### src/rtl/core/ir_tx_pkg.sv
// Shared types, register indexes and reset values for the IR frame transmitter.
// No dependencies.
`default_nettype none

package ir_tx_pkg;

    localparam int FRAME_BITS_DEF = 32;
    localparam int CFG_IDX_W      = 4;
    localparam int CFG_DATA_W     = 16;

    // Register indexes
    localparam logic [CFG_IDX_W-1:0] REG_TICKS_PER_US    = 4'd0;
    localparam logic [CFG_IDX_W-1:0] REG_CARRIER_PERIOD  = 4'd1;
    localparam logic [CFG_IDX_W-1:0] REG_CARRIER_COMPARE = 4'd2;
    localparam logic [CFG_IDX_W-1:0] REG_LEADER_MARK_US  = 4'd3;
    localparam logic [CFG_IDX_W-1:0] REG_LEADER_SPACE_US = 4'd4;
    localparam logic [CFG_IDX_W-1:0] REG_BIT_MARK_US     = 4'd5;
    localparam logic [CFG_IDX_W-1:0] REG_ONE_SPACE_US    = 4'd6;
    localparam logic [CFG_IDX_W-1:0] REG_ZERO_SPACE_US   = 4'd7;

    // Reset values (standard NEC timing)
    localparam logic [7:0]  RST_TICKS_PER_US    = 8'd84;
    localparam logic [15:0] RST_CARRIER_PERIOD  = 16'd4421;
    localparam logic [15:0] RST_CARRIER_COMPARE = 16'd2210;
    localparam logic [15:0] RST_LEADER_MARK_US  = 16'd9000;
    localparam logic [15:0] RST_LEADER_SPACE_US = 16'd4500;
    localparam logic [15:0] RST_BIT_MARK_US     = 16'd560;
    localparam logic [15:0] RST_ONE_SPACE_US    = 16'd1680;
    localparam logic [15:0] RST_ZERO_SPACE_US   = 16'd560;

    localparam logic KIND_TICK = 1'b0;
    localparam logic KIND_SEND = 1'b1;

    typedef enum logic [2:0] {
        PH_IDLE       = 3'd0,
        PH_LEAD_MARK  = 3'd1,
        PH_LEAD_SPACE = 3'd2,
        PH_BIT_MARK   = 3'd3,
        PH_BIT_SPACE  = 3'd4,
        PH_STOP_MARK  = 3'd5
    } t_phase;

    typedef struct packed {
        logic [7:0]  ticks_per_us;
        logic [15:0] carrier_period;
        logic [15:0] carrier_compare;
        logic [15:0] leader_mark_us;
        logic [15:0] leader_space_us;
        logic [15:0] bit_mark_us;
        logic [15:0] one_space_us;
        logic [15:0] zero_space_us;
    } t_cfg;

    typedef struct packed {
        logic       kind;
        logic [7:0] address;
        logic [7:0] command;
    } t_item;

    typedef struct packed {
        logic ir_out;
        logic envelope;
        logic busy_res;
        logic start_rejected;
    } t_result;

endpackage

`default_nettype wire

### src/rtl/core/ir_tx_ifs.sv
// Channel interfaces: item input, result output and register write.
// Depends on nothing; widths fixed by the field list.
`default_nettype none

interface ir_tx_in_if;
    logic       valid;
    logic       ready;
    logic       kind;
    logic [7:0] address;
    logic [7:0] command;
    modport source (output valid, kind, address, command, input ready);
    modport sink   (input valid, kind, address, command, output ready);
endinterface

interface ir_tx_out_if;
    logic valid;
    logic ready;
    logic ir_out;
    logic envelope;
    logic busy_res;
    logic start_rejected;
    modport source (output valid, ir_out, envelope, busy_res, start_rejected, input ready);
    modport sink   (input valid, ir_out, envelope, busy_res, start_rejected, output ready);
    modport mon    (input valid, ready, ir_out, envelope, busy_res, start_rejected);
endinterface

interface ir_tx_cfg_if;
    logic        valid;
    logic        ready;
    logic [3:0]  index;
    logic [15:0] data;
    modport source (output valid, index, data, input ready);
    modport sink   (input valid, index, data, output ready);
endinterface

`default_nettype wire

### src/rtl/core/ir_tx_cfg_regs.sv
// Configuration register file for the IR frame transmitter.
// Depends on ir_tx_pkg.
`default_nettype none

module ir_tx_cfg_regs (
    input  wire                                 i_clk,
    input  wire                                 i_rst_n,
    input  wire                                 i_we,
    input  wire  [ir_tx_pkg::CFG_IDX_W-1:0]     i_index,
    input  wire  [ir_tx_pkg::CFG_DATA_W-1:0]    i_data,
    output ir_tx_pkg::t_cfg                     o_cfg
);
    import ir_tx_pkg::*;

    t_cfg r_cfg;

    always_ff @(posedge i_clk) begin
        if (!i_rst_n) begin
            r_cfg.ticks_per_us    <= RST_TICKS_PER_US;
            r_cfg.carrier_period  <= RST_CARRIER_PERIOD;
            r_cfg.carrier_compare <= RST_CARRIER_COMPARE;
            r_cfg.leader_mark_us  <= RST_LEADER_MARK_US;
            r_cfg.leader_space_us <= RST_LEADER_SPACE_US;
            r_cfg.bit_mark_us     <= RST_BIT_MARK_US;
            r_cfg.one_space_us    <= RST_ONE_SPACE_US;
            r_cfg.zero_space_us   <= RST_ZERO_SPACE_US;
        end else if (i_we) begin
            // indexes past the list fall to the default and are dropped
            unique case (i_index)
                REG_TICKS_PER_US:    r_cfg.ticks_per_us    <= i_data[7:0];
                REG_CARRIER_PERIOD:  r_cfg.carrier_period  <= i_data;
                REG_CARRIER_COMPARE: r_cfg.carrier_compare <= i_data;
                REG_LEADER_MARK_US:  r_cfg.leader_mark_us  <= i_data;
                REG_LEADER_SPACE_US: r_cfg.leader_space_us <= i_data;
                REG_BIT_MARK_US:     r_cfg.bit_mark_us     <= i_data;
                REG_ONE_SPACE_US:    r_cfg.one_space_us    <= i_data;
                REG_ZERO_SPACE_US:   r_cfg.zero_space_us   <= i_data;
                default: ;
            endcase
        end
    end

    assign o_cfg = r_cfg;

endmodule

`default_nettype wire

### src/rtl/core/ir_tx_core.sv
// Frame sequencer, prescaler and carrier counter: one item per firing.
// Depends on ir_tx_pkg.
`default_nettype none

module ir_tx_core #(
    parameter int FRAME_BITS = ir_tx_pkg::FRAME_BITS_DEF
) (
    input  wire                 i_clk,
    input  wire                 i_rst_n,
    input  wire                 i_fire,
    input  ir_tx_pkg::t_item    i_item,
    input  ir_tx_pkg::t_cfg     i_cfg,
    output ir_tx_pkg::t_result  o_res
);
    import ir_tx_pkg::*;

    localparam logic [5:0] LAST_BIT = 6'(FRAME_BITS);

    t_phase      r_phase,  n_phase;
    logic [5:0]  r_bit,    n_bit;
    logic [31:0] r_frame,  n_frame;
    logic [15:0] r_seg,    n_seg;
    logic [7:0]  r_pre,    n_pre;
    logic [15:0] r_cc,     n_cc;
    logic        r_mark,   n_mark;
    logic        rejected;

    logic [7:0]  lim;
    logic [7:0]  pre_inc;
    logic [5:0]  bit_inc;

    assign lim     = (i_cfg.ticks_per_us == 8'd0) ? 8'd1 : i_cfg.ticks_per_us;
    assign pre_inc = r_pre + 8'd1;
    assign bit_inc = r_bit + 6'd1;

    // next state
    always_comb begin
        n_phase  = r_phase;
        n_bit    = r_bit;
        n_frame  = r_frame;
        n_seg    = r_seg;
        n_pre    = r_pre;
        n_cc     = r_cc;
        n_mark   = r_mark;
        rejected = 1'b0;
        if (i_fire) begin
            if (i_item.kind == KIND_SEND) begin
                if (r_phase != PH_IDLE) begin
                    rejected = 1'b1;
                end else begin
                    n_frame = {~i_item.command, i_item.command,
                               ~i_item.address, i_item.address};
                    n_bit   = 6'd0;
                    n_pre   = 8'd0;
                    n_phase = PH_LEAD_MARK;
                    n_mark  = 1'b1;
                    n_seg   = i_cfg.leader_mark_us;
                end
            end else begin
                if (r_phase != PH_IDLE) begin
                    n_pre = pre_inc;
                    if (pre_inc >= lim) begin
                        n_pre = 8'd0;
                        if (r_seg <= 16'd1) begin
                            unique case (r_phase)
                                PH_LEAD_MARK: begin
                                    n_phase = PH_LEAD_SPACE;
                                    n_mark  = 1'b0;
                                    n_seg   = i_cfg.leader_space_us;
                                end
                                PH_LEAD_SPACE: begin
                                    n_bit   = 6'd0;
                                    n_phase = PH_BIT_MARK;
                                    n_mark  = 1'b1;
                                    n_seg   = i_cfg.bit_mark_us;
                                end
                                PH_BIT_MARK: begin
                                    n_phase = PH_BIT_SPACE;
                                    n_mark  = 1'b0;
                                    n_seg   = r_frame[r_bit[4:0]] ? i_cfg.one_space_us
                                                                  : i_cfg.zero_space_us;
                                end
                                PH_BIT_SPACE: begin
                                    n_bit   = bit_inc;
                                    n_phase = (bit_inc >= LAST_BIT) ? PH_STOP_MARK
                                                                    : PH_BIT_MARK;
                                    n_mark  = 1'b1;
                                    n_seg   = i_cfg.bit_mark_us;
                                end
                                default: begin
                                    n_phase = PH_IDLE;
                                    n_mark  = 1'b0;
                                    n_seg   = 16'd0;
                                end
                            endcase
                        end else begin
                            n_seg = r_seg - 16'd1;
                        end
                    end
                end
                // carrier follows the envelope as left by this tick
                if (n_mark) begin
                    n_cc = (r_cc >= i_cfg.carrier_period) ? 16'd0 : r_cc + 16'd1;
                end
            end
        end
    end

    // outputs: state after the item
    always_comb begin
        o_res.ir_out         = n_mark && (n_cc < i_cfg.carrier_compare);
        o_res.envelope       = n_mark;
        o_res.busy_res       = (n_phase != PH_IDLE);
        o_res.start_rejected = rejected;
    end

    always_ff @(posedge i_clk) begin
        if (!i_rst_n) begin
            r_phase <= PH_IDLE;
            r_bit   <= 6'd0;
            r_frame <= 32'd0;
            r_seg   <= 16'd0;
            r_pre   <= 8'd0;
            r_cc    <= 16'd0;
            r_mark  <= 1'b0;
        end else begin
            r_phase <= n_phase;
            r_bit   <= n_bit;
            r_frame <= n_frame;
            r_seg   <= n_seg;
            r_pre   <= n_pre;
            r_cc    <= n_cc;
            r_mark  <= n_mark;
        end
    end

endmodule

`default_nettype wire

### src/rtl/core/ir_remote_frame_transmitter_top.sv
// Top level of the NEC-style IR frame transmitter: input and result stages.
// Depends on ir_tx_pkg, ir_tx_ifs, ir_tx_cfg_regs and ir_tx_core.
//
//  channel  | dir | beat content
//  ---------+-----+--------------------------------------------------
//  i_in     | in  | kind (tick / send), address, command
//  o_out    | out | ir_out, envelope, busy_res, start_rejected
//  i_cfg    | in  | register index (4 bits), write data (16 bits)
//
// One beat in per cycle while results are taken; each item yields one result
// beat (input register, then the sequencer step into the result register).
// The sequencer state loop is the single-cycle path. Reset (synchronous,
// active low) empties both stages, sends the sequencer idle and loads the
// NEC default timing. A stalled result holds one item in the input register
// before i_in.ready drops. Register writes are always taken, one per cycle.
`default_nettype none

module ir_remote_frame_transmitter_top #(
    parameter int FRAME_BITS = ir_tx_pkg::FRAME_BITS_DEF
) (
    input  wire            i_clk,
    input  wire            i_rst_n,
    ir_tx_in_if.sink       i_in,
    ir_tx_out_if.source    o_out,
    ir_tx_cfg_if.sink      i_cfg
);
    import ir_tx_pkg::*;

    // input stage
    logic    r_in_v;
    t_item   r_item;
    // result stage
    logic    r_out_v;
    t_result r_res;

    t_cfg    cfg;
    t_result core_res;
    logic    fire;
    logic    in_take;

    // the registered item steps when the result slot is free or draining
    assign fire    = r_in_v && (!r_out_v || o_out.ready);
    assign i_in.ready = !r_in_v || fire;
    assign in_take = i_in.valid && i_in.ready;

    assign i_cfg.ready = 1'b1;

    ir_tx_cfg_regs u_cfg (
        .i_clk   (i_clk),
        .i_rst_n (i_rst_n),
        .i_we    (i_cfg.valid),
        .i_index (i_cfg.index),
        .i_data  (i_cfg.data),
        .o_cfg   (cfg)
    );

    ir_tx_core #(
        .FRAME_BITS (FRAME_BITS)
    ) u_core (
        .i_clk   (i_clk),
        .i_rst_n (i_rst_n),
        .i_fire  (fire),
        .i_item  (r_item),
        .i_cfg   (cfg),
        .o_res   (core_res)
    );

    always_ff @(posedge i_clk) begin
        if (!i_rst_n) begin
            r_in_v <= 1'b0;
        end else if (i_in.ready) begin
            r_in_v <= i_in.valid;
        end
    end

    always_ff @(posedge i_clk) begin
        if (in_take) begin
            r_item.kind    <= i_in.kind;
            r_item.address <= i_in.address;
            r_item.command <= i_in.command;
        end
    end

    always_ff @(posedge i_clk) begin
        if (!i_rst_n) begin
            r_out_v <= 1'b0;
        end else if (fire) begin
            r_out_v <= 1'b1;
        end else if (o_out.ready) begin
            r_out_v <= 1'b0;
        end
    end

    always_ff @(posedge i_clk) begin
        if (fire) begin
            r_res <= core_res;
        end
    end

    assign o_out.valid          = r_out_v;
    assign o_out.ir_out         = r_res.ir_out;
    assign o_out.envelope       = r_res.envelope;
    assign o_out.busy_res       = r_res.busy_res;
    assign o_out.start_rejected = r_res.start_rejected;

endmodule

`default_nettype wire

### src/flat_wrapper.sv
// flat-port wrapper written by rule: the top's interface ports become plain ports
module ir_remote_frame_transmitter_top_flat import ir_tx_pkg::*;
#(
    parameter int FRAME_BITS = ir_tx_pkg::FRAME_BITS_DEF
)
  (i_clk, i_rst_n, i_in_valid, i_in_kind, i_in_address, i_in_command, i_in_ready, o_out_valid, o_out_ir_out, o_out_envelope, o_out_busy_res, o_out_start_rejected, o_out_ready, i_cfg_valid, i_cfg_index, i_cfg_data, i_cfg_ready);
  ir_tx_in_if i_in_i ();
  ir_tx_out_if o_out_i ();
  ir_tx_cfg_if i_cfg_i ();
  input  wire i_clk;
  input  wire i_rst_n;
  input wire logic [$bits(i_in_i.valid)-1:0] i_in_valid;
  input wire logic [$bits(i_in_i.kind)-1:0] i_in_kind;
  input wire logic [$bits(i_in_i.address)-1:0] i_in_address;
  input wire logic [$bits(i_in_i.command)-1:0] i_in_command;
  output wire logic [$bits(i_in_i.ready)-1:0] i_in_ready;
  output wire logic [$bits(o_out_i.valid)-1:0] o_out_valid;
  output wire logic [$bits(o_out_i.ir_out)-1:0] o_out_ir_out;
  output wire logic [$bits(o_out_i.envelope)-1:0] o_out_envelope;
  output wire logic [$bits(o_out_i.busy_res)-1:0] o_out_busy_res;
  output wire logic [$bits(o_out_i.start_rejected)-1:0] o_out_start_rejected;
  input wire logic [$bits(o_out_i.ready)-1:0] o_out_ready;
  input wire logic [$bits(i_cfg_i.valid)-1:0] i_cfg_valid;
  input wire logic [$bits(i_cfg_i.index)-1:0] i_cfg_index;
  input wire logic [$bits(i_cfg_i.data)-1:0] i_cfg_data;
  output wire logic [$bits(i_cfg_i.ready)-1:0] i_cfg_ready;
  assign i_in_i.valid = i_in_valid;
  assign i_in_i.kind = i_in_kind;
  assign i_in_i.address = i_in_address;
  assign i_in_i.command = i_in_command;
  assign i_in_ready = i_in_i.ready;
  assign o_out_valid = o_out_i.valid;
  assign o_out_ir_out = o_out_i.ir_out;
  assign o_out_envelope = o_out_i.envelope;
  assign o_out_busy_res = o_out_i.busy_res;
  assign o_out_start_rejected = o_out_i.start_rejected;
  assign o_out_i.ready = o_out_ready;
  assign i_cfg_i.valid = i_cfg_valid;
  assign i_cfg_i.index = i_cfg_index;
  assign i_cfg_i.data = i_cfg_data;
  assign i_cfg_ready = i_cfg_i.ready;
  ir_remote_frame_transmitter_top #(.FRAME_BITS(FRAME_BITS)) u_core (.i_clk(i_clk), .i_rst_n(i_rst_n), .i_in(i_in_i), .o_out(o_out_i), .i_cfg(i_cfg_i));
endmodule
### config.mk
export PLATFORM = sky130hd
export DESIGN_NAME = ir_remote_frame_transmitter_top_flat
export DESIGN_NICKNAME = d
export VERILOG_FILES = /design/src/rtl/core/ir_tx_pkg.sv /design/src/rtl/core/ir_tx_ifs.sv /design/src/rtl/core/ir_tx_cfg_regs.sv /design/src/rtl/core/ir_tx_core.sv /design/src/rtl/core/ir_remote_frame_transmitter_top.sv /design/src/flat_wrapper.sv
export SDC_FILE = /design/constraint.sdc
export NUM_CORES = 1
export LEC_CHECK = 0
export BUFFER_PORTS_ARGS = -buffer_cell sky130_fd_sc_hd__buf_2
export CELL_PAD_IN_SITES_DETAIL_PLACEMENT = 2
export CELL_PAD_IN_SITES_GLOBAL_PLACEMENT = 2
export CORE_MARGIN = 4
export CORE_UTILIZATION = 41
export DETAILED_ROUTE_END_ITERATION = 8
export GPL_ROUTABILITY_DRIVEN = 0
export PLACE_DENSITY = 0.95
export SYNTH_ARGS = -nofsm -noshare
export SYNTH_HDL_FRONTEND = slang
export SYNTH_SLANG_ARGS = --single-unit
### constraint.sdc
create_clock -name i_clk -period 7.28 [get_ports i_clk]
set_input_delay 0 -clock i_clk [delete_from_list [all_inputs] [get_ports i_clk]]
set_output_delay 0 -clock i_clk [all_outputs]
set_load 0.03 [all_outputs]
* After elaboration in Yosys (flattened, before gate mapping)
Cells that the tools add are included.
** Operators by class
- Magnitude comparators :: 6
- Add/subtract/negate cells :: 4
- Reductions and logical operators :: 29
- Bitwise operators :: 3
- Equality and inequality tests :: 12
- Multiplexer cells :: 44
** Operators by type and width (number)
- two-way mux 16 bit :: 10
- case mux 16 bit (3 select lines) :: 1
- two-way mux 8 bit :: 5
- two-way mux 6 bit :: 5
- two-way mux 3 bit :: 7
- adder 16 x 1 -> 16 bit, second input constant :: 1
- equality test 4 x 3 -> 1 bit, second input constant :: 4
- greater-or-equal comparator 16 bit :: 1
- <= comparator 16 x 1 -> 1 bit, second input constant :: 1
- less-than comparator 16 bit :: 1
- inverter 8 bit :: 2
- AND reduction 2 bit :: 8
- subtractor 16 x 1 -> 16 bit, second input constant :: 1
- two-way mux 1 bit :: 13
- case mux 3 bit (4 select lines) :: 1
- case mux 6 bit (2 select lines) :: 1
- nonzero test 3 bit :: 3
- adder 8 x 1 -> 8 bit, second input constant :: 1
- equality test 4 x 2 -> 1 bit, second input constant :: 2
- greater-or-equal comparator 8 bit :: 1
- zero test 8 bit :: 1
- nonzero test 2 bit :: 4
- adder 6 x 1 -> 6 bit, second input constant :: 1
- equality test 3 x 2 -> 1 bit, second input constant :: 2
- 16 further kinds :: 21
** Word-level totals
- Output and inout port bits :: 7
- Bits of input ports :: 42
- Word-level logic and storage cells :: 122
- Flip-flop bits (word level) :: 225

* Longest topological paths before layout
- Depth after elaboration :: 13
- Depth in mapped cells :: 22
- Gate-level depth less buffers :: 19

* Modules after synthesis
Synthesis repeated with hierarchy kept, for this count alone.
** Second synthesis, totals
- Cell total of the unflattened synthesis :: 1260
- Area total of the unflattened synthesis :: 11377.2 um2
** By module, submodules not included
- ir_tx_core :: cells an instance 773, area each 6142.1 um2, times used 1, sequential area each 1641.6 um2
- ir_tx_cfg_regs :: cells an instance 455, area each 4489.3 um2, times used 1, sequential area each 2402.3 um2
- ir_remote_frame_transmitter_top :: cells an instance 32, area each 745.7 um2, times used 1, sequential area each 670.6 um2

* Worst setup path after synthesis
OpenSTA, ideal clock, no wires.
- Kind :: reg-to-reg
- From :: reg u_core.u_core.r_pre[0]
- To :: reg u_core.r_res (netlist bit u_core.o_out.ir_out), data pin
- Slack :: 2801 ps
- Arrival :: 4322 ps
- Clock period less this slack :: 4479 ps
- Cell stages (with the launch flop) :: 23
- Data required time :: 7123 ps
- Path buffers :: 3
- Library setup time :: 157 ps
- Path through :: dfxtp_1 -> and3_1 -> and3_1 -> nand3_1 -> xnor2_1 -> ha_1 -> nand3_1 -> or3_1 -> clkbuf_1 -> a211oi_4 -> a2bb2oi_2 -> buf_6 -> buf_6 -> nor2_2 -> nor2_1 -> ha_1 -> a21o_1 -> a21o_1 -> a21o_1 -> a21o_1 -> a211oi_1 -> nand3_1 -> nor3_1
** RTL lines
- start: declaration :: line ir_tx_core.sv:23 : logic [7:0] r_pre, n_pre;
- start signal: assignment :: line ir_tx_core.sv:131 : r_pre <= n_pre;
- end signal: assignment :: line ir_remote_frame_transmitter_top.sv:96 : r_res <= core_res;
- end: declaration :: line ir_remote_frame_transmitter_top.sv:34 : t_result r_res;

==> run metrics <==
Avg Inst Size Synth 8.36 um2; Worst Max-Slew Pin Slew 1.19 ns; clk sinks 225; multi-input logic area 6270 um2; Synth top area share 0.354; Leak Pwr approximately 5 nW; H-tree Lvls 1; WL met2 28500 um; nets 1503; switching power 0.968 mW; clock network fraction of total power 0.446; Mapped Area 11500 um2; Top Metal Used met4; RSZ-0062 raised after global routing no; CTS tree built; vias 12086; final setup TNS 0 ns; clock slew at reported path FFs 0.07 ns; Sw Ratio 0.300; FILL cells around 3000; outcome finished clean; Chip Width about 180 um; Req. time, crit path 7.63 ns; Vias/cell 6.66; Yosys reg bits 225; hold slack 0.0415 ns; Achievable Freq ~150 MHz; HPWL Detailed about 32000 um; WL met3 between 3000 and 4000 um; worst clock skew approximately 0.026 ns; Comb pwr share 0.145; P per Cell Area about 240 nW/um2; Num CTS Buffers 26; Worst Path Max Fanout 21; Yosys top cell by area dfxtp_1; Max-cap violations 0; Pint 2.26 mW; synth unique cells 79; io pins about 50; FF/Latch Area 4710 um2; Final period util 0.887; share of power burned in registers 0.409; Final Max Slew Viols 0; Cells after Synth about 1400; Synth-to-Final Area Change 15.0%; Rows 61; Peak VDD IR 0.192 mV; largest cells by area after synthesis dfxtp_1 35%, nand2_1 10%, a21boi_0 7.2%; share of cells above drive strength 1 0.0933; gr ovfl total 0; Port-buffer cells 47; met1 WL 21500 um; post-synthesis sequential area ratio 0.409; Max clock buf depth 3; Initial Util 0.415; Crit path arrival time between 6 and 7 ns; PostCTS Resize Cnt 0; GRT Total Usage 0.371; Final ANT Viol Nets 0; vias in the first global route 13440; later-pin clock latency in the skew report ~0.56 ns; Core ar. 27800 um2; DRT iter0 DRCs roughly 1400; Post-synth EDFFs 21; Chip Height 176 um; clock root buffer master clkbuf_16; Synth Net Count 1466; final setup violation count 0; total die area 30900 um2; Final min period around 6.5 ns; max_slew headroom 0.206; first-pass GRT wire length 87900 um; Top FF cell, synth dfxtp_1; initial antenna violation count 1; Pre-Repair DR Iteration Count 7; Fin. Hold Viols 0; Synth async-reset ratio 0; Hold WC Path Type input pin to flop; drt wl/cell approximately 32 um; largest net degree at the start of global routing around 110; Yosys warning total 0; routed wire length slightly below 60000 um; WS Path Type flop to flop; startpoint types flop; nature of the critical path endpoint flop; # DRC 0
==> power by group through the flow <==
stage | Combinational [mW] | Sequential [mW] | Clock [mW]
3_5_place_dp | 0.388 | 1.34 | 0
3_3_place_gp | 0.356 | 1.33 | 0
5_1_grt | 0.476 | 1.32 | 1.49
2_1_floorplan | 0.250 | 1.33 | 0
6_report | 0.468 | 1.32 | 1.44
4_1_cts | 0.427 | 1.31 | 1.41
==> routing by layer <==
metal	vias to the layer above	global-route usage
li1	4912	-
met1	6046	0.418
met2	801	0.642
met3	327	0.0637
met4	0	0.248
met5	-	0
==> cell usage after synthesis (7+ instances only) <==
cell type	number
a211oi_1	11
nand3_1	56
clkbuf_1	75
nand3b_1	13
dfxtp_1	204
a21o_1	12
o31ai_1	7
edfxtp_1	21
and3_1	10
or3_1	7
mux2i_1	18
a22oi_1	16
nor4_1	7
nand4_1	8
xor2_1	8
nor3_1	18
a21boi_0	110
nor2_1	46
nand2_1	322
o21ai_0	65
o22ai_1	7
nor2b_1	20
nor3b_1	8
ha_1	45
mux4_2	8
inv_1	52
o211ai_1	15
a21oi_1	39
nand2b_1	12
and2_1	22
buf_2	8
==> sequential cells by signal, indices dropped and copies added (netlist names), 3 cells and up <==
| name | cells |
|---|---|
| u_core.u_cfg.o_cfg | 120 |
| u_core.u_core.r_frame | 32 |
| u_core.u_core.r_cc | 16 |
| u_core.u_core.r_seg | 16 |
| u_core.u_core.r_bit | 6 |
| u_core.u_core.r_pre | 8 |
| u_core.r_item | 17 |
| u_core.u_core.r_phase | 3 |
==> logic make-up (layout without fill, tap and decap cells) <==
| logic type | after synthesis | count (layout) | share of synthesized area |
|---|---|---|---|
| compound gates | 345 | 345 | 0.210 |
| xor+xnor | 13 | 13 | 0.00988 |
| fa+ha+maj | 45 | 45 | 0.0489 |
| buf+inv | 140 | 197 | 0.0484 |
| flops | 225 | 225 | 0.409 |
| mux | 32 | 32 | 0.0371 |
| other cells | 1 | 3 | 0.000325 |
| simple gates | 578 | 578 | 0.237 |
==> layout by cell type, fill, tap and decap left out, types with 10 or more instances in the layout <==
cell type	count
nand3b_1	13
a22oi_1	16
a211oi_1	11
buf_4	15
and3_1	10
nand2_1	322
mux2i_1	18
dfxtp_1	204
a21o_1	12
nand2b_1	12
buf_2	46
o211ai_1	15
and2_1	22
nand3_1	56
a21oi_1	39
a21boi_0	110
inv_1	52
o21ai_0	65
nor3_1	18
dlygate4sd3_1	36
nor2b_1	19
clkbuf_16	27
edfxtp_1	21
ha_1	45
nor2_1	46
==> cell type report <==
cell class	instances	area share
Tap cell	378	0.0357
Sequential cell	225	0.356
Clock inverter	4	0.00557
Antenna cell	2	0.000378
Multi-Input combinational cell	1014	0.473
Clock buffer	44	0.0618
Inverter	52	0.0147
Timing Repair Buffer	97	0.0531
==> repair_timing <==
action	in CTS	in global routing
setup buffers	0	0
hold endpoints to repair	136	0
hold buffers	36	0
setup endpoints to repair	0	0
==> stage by stage <==
stage	area [um2]	util	worst slack [ns]	power [mW]	std cells
2_1_floorplan	11500	-	2.80	1.58	1379
3_3_place_gp	12000	0.432	2.16	1.69	1730
3_5_place_dp	12000	0.432	1.41	1.73	1730
4_1_cts	13200	0.477	1.05	3.15	1814
5_1_grt	13300	0.477	0.679	3.28	1815
6_report	13300	0.477	0.819	3.22	1816
==> worst paths after layout <==
path	endpoint	startpoint	slack [ns]	cells past startpoint
worst max register to register	u_core.o_out.ir_out	u_core.u_core.r_pre[0]	0.82	19
worst max-delay path	u_core.o_out.ir_out	u_core.u_core.r_pre[0]	0.82	19
worst min-delay path	u_core.u_cfg.o_cfg[4]	i_rst_n	0.04	2
worst min register to register	u_core.u_cfg.o_cfg[97]	u_core.u_cfg.o_cfg[97]	0.48	2
==> worst max-delay path, cell delays in order (launching register included) <==
cell	delay, ns
dfxtp_1	0.44
and3_1	0.30
and3_1	0.32
nand3_1	0.17
xnor2_1	0.20
ha_1	0.34
nand3_1	0.15
or3_1	0.50
a211oi_1	0.69
a2bb2oi_2	0.78
nor2_2	0.26
nor2_1	0.26
ha_1	0.28
a21o_1	0.17
a21o_1	0.20
a21o_1	0.18
a21o_1	0.17
a211oi_1	0.35
nand3_1	0.17
nor3_1	0.29
No activity file was read; power rests on OpenSTA's default activity.
